--- config.mk ---
export PLATFORM = sky130hd
export DESIGN_NAME = fifo_queue_with_increment_all_core
export DESIGN_NICKNAME = d
export VERILOG_FILES = /design/src/sv/fqi_pkg.sv /design/src/sv/fqi_cell.sv /design/src/sv/fifo_queue_with_increment_all_core.sv
export SDC_FILE = /design/constraint.sdc
export NUM_CORES = 1
export LEC_CHECK = 0
export BUFFER_PORTS_ARGS = -buffer_cell sky130_fd_sc_hd__buf_2
export CORE_UTILIZATION = 34
export DETAILED_ROUTE_END_ITERATION = 10
export GPL_TIMING_DRIVEN = 0
export PLACE_DENSITY_LB_ADDON = 0.1
export SLEW_MARGIN = 25
export SYNTH_ARGS = -nofsm -noshare
export SYNTH_HDL_FRONTEND = slang
export SYNTH_SLANG_ARGS = --single-unit
--- constraint.sdc ---
create_clock -name clock -period 6.2 [get_ports clock]
set_input_delay 0.93 -clock clock [delete_from_list [all_inputs] [get_ports clock]]
set_output_delay 0.93 -clock clock [all_outputs]
set_load 0.03 [all_outputs]
--- src/sv/fqi_pkg.sv ---
`default_nettype none
package fqi_pkg;

   // Width of one stored word and of the item's mode field.
   localparam int unsigned WORD_W  = 32;
   localparam int unsigned MODE_W  = 3;
   localparam int unsigned COUNT_W = 5;

   // Operation codes carried by the mode field of an item.
   localparam logic [MODE_W-1:0] MODE_ENQ   = 3'd0;
   localparam logic [MODE_W-1:0] MODE_DEQ   = 3'd1;
   localparam logic [MODE_W-1:0] MODE_PEEK  = 3'd2;
   localparam logic [MODE_W-1:0] MODE_INC   = 3'd3;
   localparam logic [MODE_W-1:0] MODE_QUERY = 3'd4;

   // What a storage cell does with its word on a clock edge.
   typedef enum logic [1:0] {
      CELL_HOLD,
      CELL_SHIFT,
      CELL_INC,
      CELL_LOAD
   } cell_op_type;

   // Control bundle from the queue controller to one cell.
   typedef struct packed {
      cell_op_type op;
   } cell_ctl_type;

endpackage
`default_nettype wire

--- src/sv/fqi_cell.sv ---
`default_nettype none
module fqi_cell (
   input  wire logic                             clock,
   input  wire fqi_pkg::cell_ctl_type            ctl,
   input  wire logic signed [fqi_pkg::WORD_W-1:0] load_data,
   input  wire logic signed [fqi_pkg::WORD_W-1:0] neighbour_data,
   output logic signed [fqi_pkg::WORD_W-1:0]     word
);
   import fqi_pkg::*;

   logic signed [WORD_W-1:0] word_ff;
   logic signed [WORD_W-1:0] word_in;

   // Choose the next word: keep it, take the neighbour's, add one or load a new item.
   always_comb begin
      unique case (ctl.op)
         CELL_HOLD:  word_in = word_ff;
         CELL_SHIFT: word_in = neighbour_data;
         CELL_INC:   word_in = word_ff + WORD_W'(1);
         CELL_LOAD:  word_in = load_data;
         default:    word_in = word_ff;
      endcase
   end

   // The stored word needs no reset: only occupied cells are ever read.
   always_ff @(posedge clock) begin
      word_ff <= word_in;
   end

   assign word = word_ff;

endmodule
`default_nettype wire

--- src/sv/fifo_queue_with_increment_all_core.sv ---
// The result of an accepted item is captured in the output register and offered in the next cycle.
// Throughput: one item per cycle; every operation acts on the whole row of cells at once.
// The input is stalled only while a result waits in the output register and is itself stalled.
// Reset (synchronous, active high) empties the queue and clears the output valid flag;
// the stored words are not cleared and are never read before being written.
`default_nettype none
module fifo_queue_with_increment_all_core #(
   parameter int unsigned DEPTH = 16
) (
   input  wire logic                              clock,
   input  wire logic                              reset,
   input  wire logic                              req_valid,
   output logic                                   req_stall,
   input  wire logic [fqi_pkg::MODE_W-1:0]        req_mode,
   input  wire logic signed [fqi_pkg::WORD_W-1:0] req_data_in,
   output logic                                   rsp_valid,
   input  wire logic                              rsp_stall,
   output logic signed [fqi_pkg::WORD_W-1:0]      rsp_data_out,
   output logic                                   rsp_error_flag,
   output logic [fqi_pkg::COUNT_W-1:0]            rsp_entry_count,
   output logic                                   rsp_not_empty
);
   import fqi_pkg::*;

   localparam int unsigned CW = $clog2(DEPTH + 1);

   logic [CW-1:0]             count_ff;
   logic [CW-1:0]             count_in;
   logic                      rsp_valid_ff;
   logic                      rsp_valid_in;
   logic signed [WORD_W-1:0]  rsp_data_ff;
   logic signed [WORD_W-1:0]  rsp_data_in;
   logic                      rsp_error_ff;
   logic                      rsp_error_in;
   logic [CW-1:0]             rsp_count_ff;
   logic                      accept;
   logic                      empty;
   logic                      full;
   cell_op_type               row_op;
   logic signed [WORD_W-1:0]  words [DEPTH];
   logic [CW+COUNT_W-1:0]     count_ext;

   // Handshake: a new item is taken unless the pending result is held up.
   assign req_stall = rsp_valid_ff & rsp_stall;
   assign accept    = req_valid & ~req_stall;
   assign empty     = (count_ff == '0);
   assign full      = (count_ff == CW'(DEPTH));

   // Decode the item into a row operation, the result and the next count.
   always_comb begin
      row_op       = CELL_HOLD;
      rsp_data_in  = '0;
      rsp_error_in = 1'b0;
      count_in     = count_ff;
      if (accept) begin
         unique case (req_mode)
            MODE_ENQ: begin
               if (full) begin
                  rsp_error_in = 1'b1;
               end else begin
                  count_in = count_ff + CW'(1);
               end
            end
            MODE_DEQ: begin
               if (empty) begin
                  rsp_error_in = 1'b1;
               end else begin
                  row_op      = CELL_SHIFT;
                  rsp_data_in = words[0];
                  count_in    = count_ff - CW'(1);
               end
            end
            MODE_PEEK: begin
               if (empty) begin
                  rsp_error_in = 1'b1;
               end else begin
                  rsp_data_in = words[0];
               end
            end
            MODE_INC: begin
               row_op = CELL_INC;
            end
            default: begin
               row_op = CELL_HOLD;
            end
         endcase
      end
   end

   // Row of cells: the head sits in cell zero and each cell but the last takes from its right neighbour.
   for (genvar i = 0; i < DEPTH; i++) begin : g_cell
      cell_ctl_type             ctl;
      logic signed [WORD_W-1:0] neighbour;

      always_comb begin
         ctl.op = row_op;
         if (accept && (req_mode == MODE_ENQ) && !full && (count_ff == CW'(i))) begin
            ctl.op = CELL_LOAD;
         end
      end

      if (i == DEPTH - 1) begin : g_last
         assign neighbour = words[i];
      end else begin : g_inner
         assign neighbour = words[i+1];
      end

      fqi_cell u_cell (
         .clock          (clock),
         .ctl            (ctl),
         .load_data      (req_data_in),
         .neighbour_data (neighbour),
         .word           (words[i])
      );
   end

   // The output register is loaded on acceptance and emptied once the result is taken.
   assign rsp_valid_in = accept | (rsp_valid_ff & rsp_stall);

   always_ff @(posedge clock) begin
      if (reset) begin
         count_ff     <= '0;
         rsp_valid_ff <= 1'b0;
      end else begin
         count_ff     <= count_in;
         rsp_valid_ff <= rsp_valid_in;
      end
   end

   // Result payload is captured only when an item is accepted.
   always_ff @(posedge clock) begin
      if (accept) begin
         rsp_data_ff  <= rsp_data_in;
         rsp_error_ff <= rsp_error_in;
         rsp_count_ff <= count_in;
      end
   end

   // The reported count is the occupancy reduced to five bits.
   assign count_ext       = (CW + COUNT_W)'(rsp_count_ff);
   assign rsp_valid       = rsp_valid_ff;
   assign rsp_data_out    = rsp_data_ff;
   assign rsp_error_flag  = rsp_error_ff;
   assign rsp_entry_count = count_ext[COUNT_W-1:0];
   assign rsp_not_empty   = (rsp_count_ff != '0);

endmodule
`default_nettype wire

==> impl_metrics.json <==
{
  "min_period_ns": 4.90,
  "setup.worst_path.start_class": "input port",
  "fin_util_pct": 39.7,
  "fin_nets": 3695,
  "synthCells": 3471,
  "hold_viol": 0,
  "initial_core_util_pct": 34.5,
  "irDropWorstVdd_uv": 202,
  "drive_gt1_share_pct": 9.96,
  "fmax_mhz": 204,
  "grt_pass1_vias": 29200,
  "syn_area_um2": 34800,
  "powerDensity_nw_per_um2": 228,
  "die_x_um": 322,
  "cp_max_fo": 32,
  "hold_buffers": 0,
  "rr_worst_depth": 9,
  "cts_resized": 0,
  "area_delta_synth_final_pct": 15.2,
  "drc": 0,
  "stdcell_area_um2": 40000,
  "cts_sinks": 556,
  "row_count": 116,
  "antenna_left": 0,
  "cap_violations": 0,
  "clk_pin_slew_worst_paths_ns": 0.06,
  "wire_per_inst_um": 32.0,
  "period_share_pct": 79.0,
  "dieArea_um2": 103000,
  "synth-async-reset-ratio_pct": 0,
  "synth-edff-count": 550,
  "whs_ns": 0.541,
  "ys_dominant_reg_cell": "edfxtp_1",
  "dpl_worst_slack_ns": 0.778,
  "cts_setup_buffers": 0,
  "io_pins": 80,
  "dp_hpwl_um": 117000,
  "via_per_inst": 6.24,
  "rsz0062_at_grt": "false",
  "overflow": 0,
  "synth_seq_cells": 556,
  "drt-total-wl_um": 161000,
  "status": "finished clean",
  "fillCellCount": 10200,
  "root_buffer": "clkbuf_16",
  "grt_max_degree": 33,
  "setup_viol": 0,
  "core-area_um2": 101000,
  "antenna_found_initial": 14,
  "fin_ws_ns": 1.30,
  "setup-tns-final_ns": 0,
  "num_vias": 31500,
  "min_path_type": "input port to register",
  "die_y_um": 322,
  "dpl-instance-area_um2": 37900,
  "drt_iter0_markers": 3813,
  "numCtsBuffers": 72,
  "cts_tree": "yes",
  "maxSlewViolCount": 0,
  "min_delay_path_depth": 2,
  "port_buffers": 48,
  "worstPathArrival_ns": 5.04,
  "worstMarginPinSlew_ns": 1.20,
  "cp.required_ns": 6.34,
  "critical_path_class": "input port to register",
  "ys_warn_count": 0,
  "leakage_nw": 13.1,
  "synth_fp_nets": 3532,
  "htree_levels": 3,
  "clk_latency_ns": 0.66,
  "clk_path_buf_depth": 3,
  "grt_pass1_wl_um": 224000,
  "yosysUniqueCellTypes": 54,
  "firstDrtPassIters": 6,
  "gp_congestion": 0.926,
  "synth_area_per_cell_um2": 10.0,
  "slew_headroom_pct": 20.1,
  "endpoint_kind": "register",
  "yosysSeqAreaShare_pct": 47.9,
  "skew_ns": 0.0396,
  "grt.total_usage_pct": 30.5
}
-- cell type report --
class / count / area (um2) / share of cell area, %
clock inverter: 38 / 267 / 0.666
timing repair buffer: 89 / 1210 / 3.01
clock buffer: 86 / 1850 / 4.63
multi-input combinational: 2607 / 17000 / 42.5
buffer: 275 / 1210 / 3.02
inverter: 33 / 124 / 0.310
antenna: 5 / 12.5 / 0.0313
sequential: 556 / 16600 / 41.6
tap: 1357 / 1700 / 4.24
-- registers in the layout, indices dropped and copies added, names as in the netlist --
signal,flops
count_ff,5
rsp_valid,1
rsp_data_out,32
rsp_entry_count,5
g_cell.u_cell.word,512
rsp_error_flag,1
-- routing by layer --
| layer | global-route usage (%) | up-vias | wire length [um] |
|---|---|---|---|
| met1 | 41.0 | 15900 | 66500 |
| met3 | 5.47 | 338 | 13900 |
| met2 | 47.4 | 1633 | 72600 |
| li1 | - | 13700 | - |
| met4 | 14.1 | 4 | 8220 |
| met5 | 0 | - | 26 |
-- power by group --
part	total [mW]	internal [mW]	switching (mW)
Clock	4.02	2.25	1.77
Sequential	4.33	4.23	0.106
Combinational	0.783	0.220	0.563
Total	9.13	6.69	2.44
-- kinds of logic (layout without fill, tap and decap cells) --
group	after synthesis	count (layout)	synth area share, %
adders and majority gates	22	22	0.792
xor gates and xnor gates	472	472	11.9
AOI/OAI and AO/OA	859	859	16.7
muxes	2	2	0.0612
DFF	556	556	47.9
buffers and inverters	308	521	3.58
and+or+nand+nor	1252	1252	19.1
other	0	5	0
-- critical path, stage by stage --
cell and delay (ns):
buf_2 0.14, nand2b_1 0.18, buf_6 0.21, or3_1 0.13, clkbuf_1 0.39, buf_2 0.45, buf_2 0.42, buf_2 0.44
clkbuf_1 0.91, nand2_2 0.80
-- cell usage in the layout (no fill, tap or decap), drive strengths merged, types with 55 or more instances in the layout --
cell type  synthesis  routed
nor2             197     197
xnor2            160     160
nor3              67      67
nand3            185     185
o221ai            60      60
buf               78     167
edfxtp           550     550
and2              55      55
and3              87      87
xor2             312     312
nor4              63      63
nand2            293     293
a22oi            314     314
nand4            185     185
o21ai            327     327
clkbuf           197     283
a21oi             56      56
a221o             92      92
-- cell usage after synthesis, types with 55 or more instances --
cell	instances	area share [%]
buf_2	60	0.86
and3_1	87	1.6
nand4_1	185	3.3
a21oi_1	56	0.81
clkbuf_1	196	2.1
nor2_1	196	2.1
nand2_1	293	3.2
o21ai_0	310	4.5
xnor2_1	160	4.0
a221o_1	92	2.6
nor3_1	66	0.95
a22oi_1	314	6.8
nand3_1	185	2.7
xor2_1	312	7.9
edfxtp_1	550	48
o221ai_1	60	1.5
and2_1	55	0.99
-- metrics by stage --
| step | cells | power, mW |
|---|---|---|
| after floorplan | 3471 | 4.72 |
| after global placement | 4876 | 5.10 |
| after detailed placement | 4917 | 5.17 |
| after CTS | 5041 | 9.15 |
| after global routing | 5041 | 9.32 |
| final | 5046 | 9.13 |
-- worst paths after layout --
| path | from | slack, ns | end |
|---|---|---|---|
| max | req_mode[2] | 1.30 | g_cell[15].u_cell.word[30] |
| max reg2reg | rsp_valid | 1.42 | g_cell[15].u_cell.word[30] |
| min | reset | 0.54 | count_ff[1] |
| min reg2reg | g_cell[0].u_cell.word[29] | 0.59 | rsp_data_out[29] |
(Power assumes the default switching activity.)
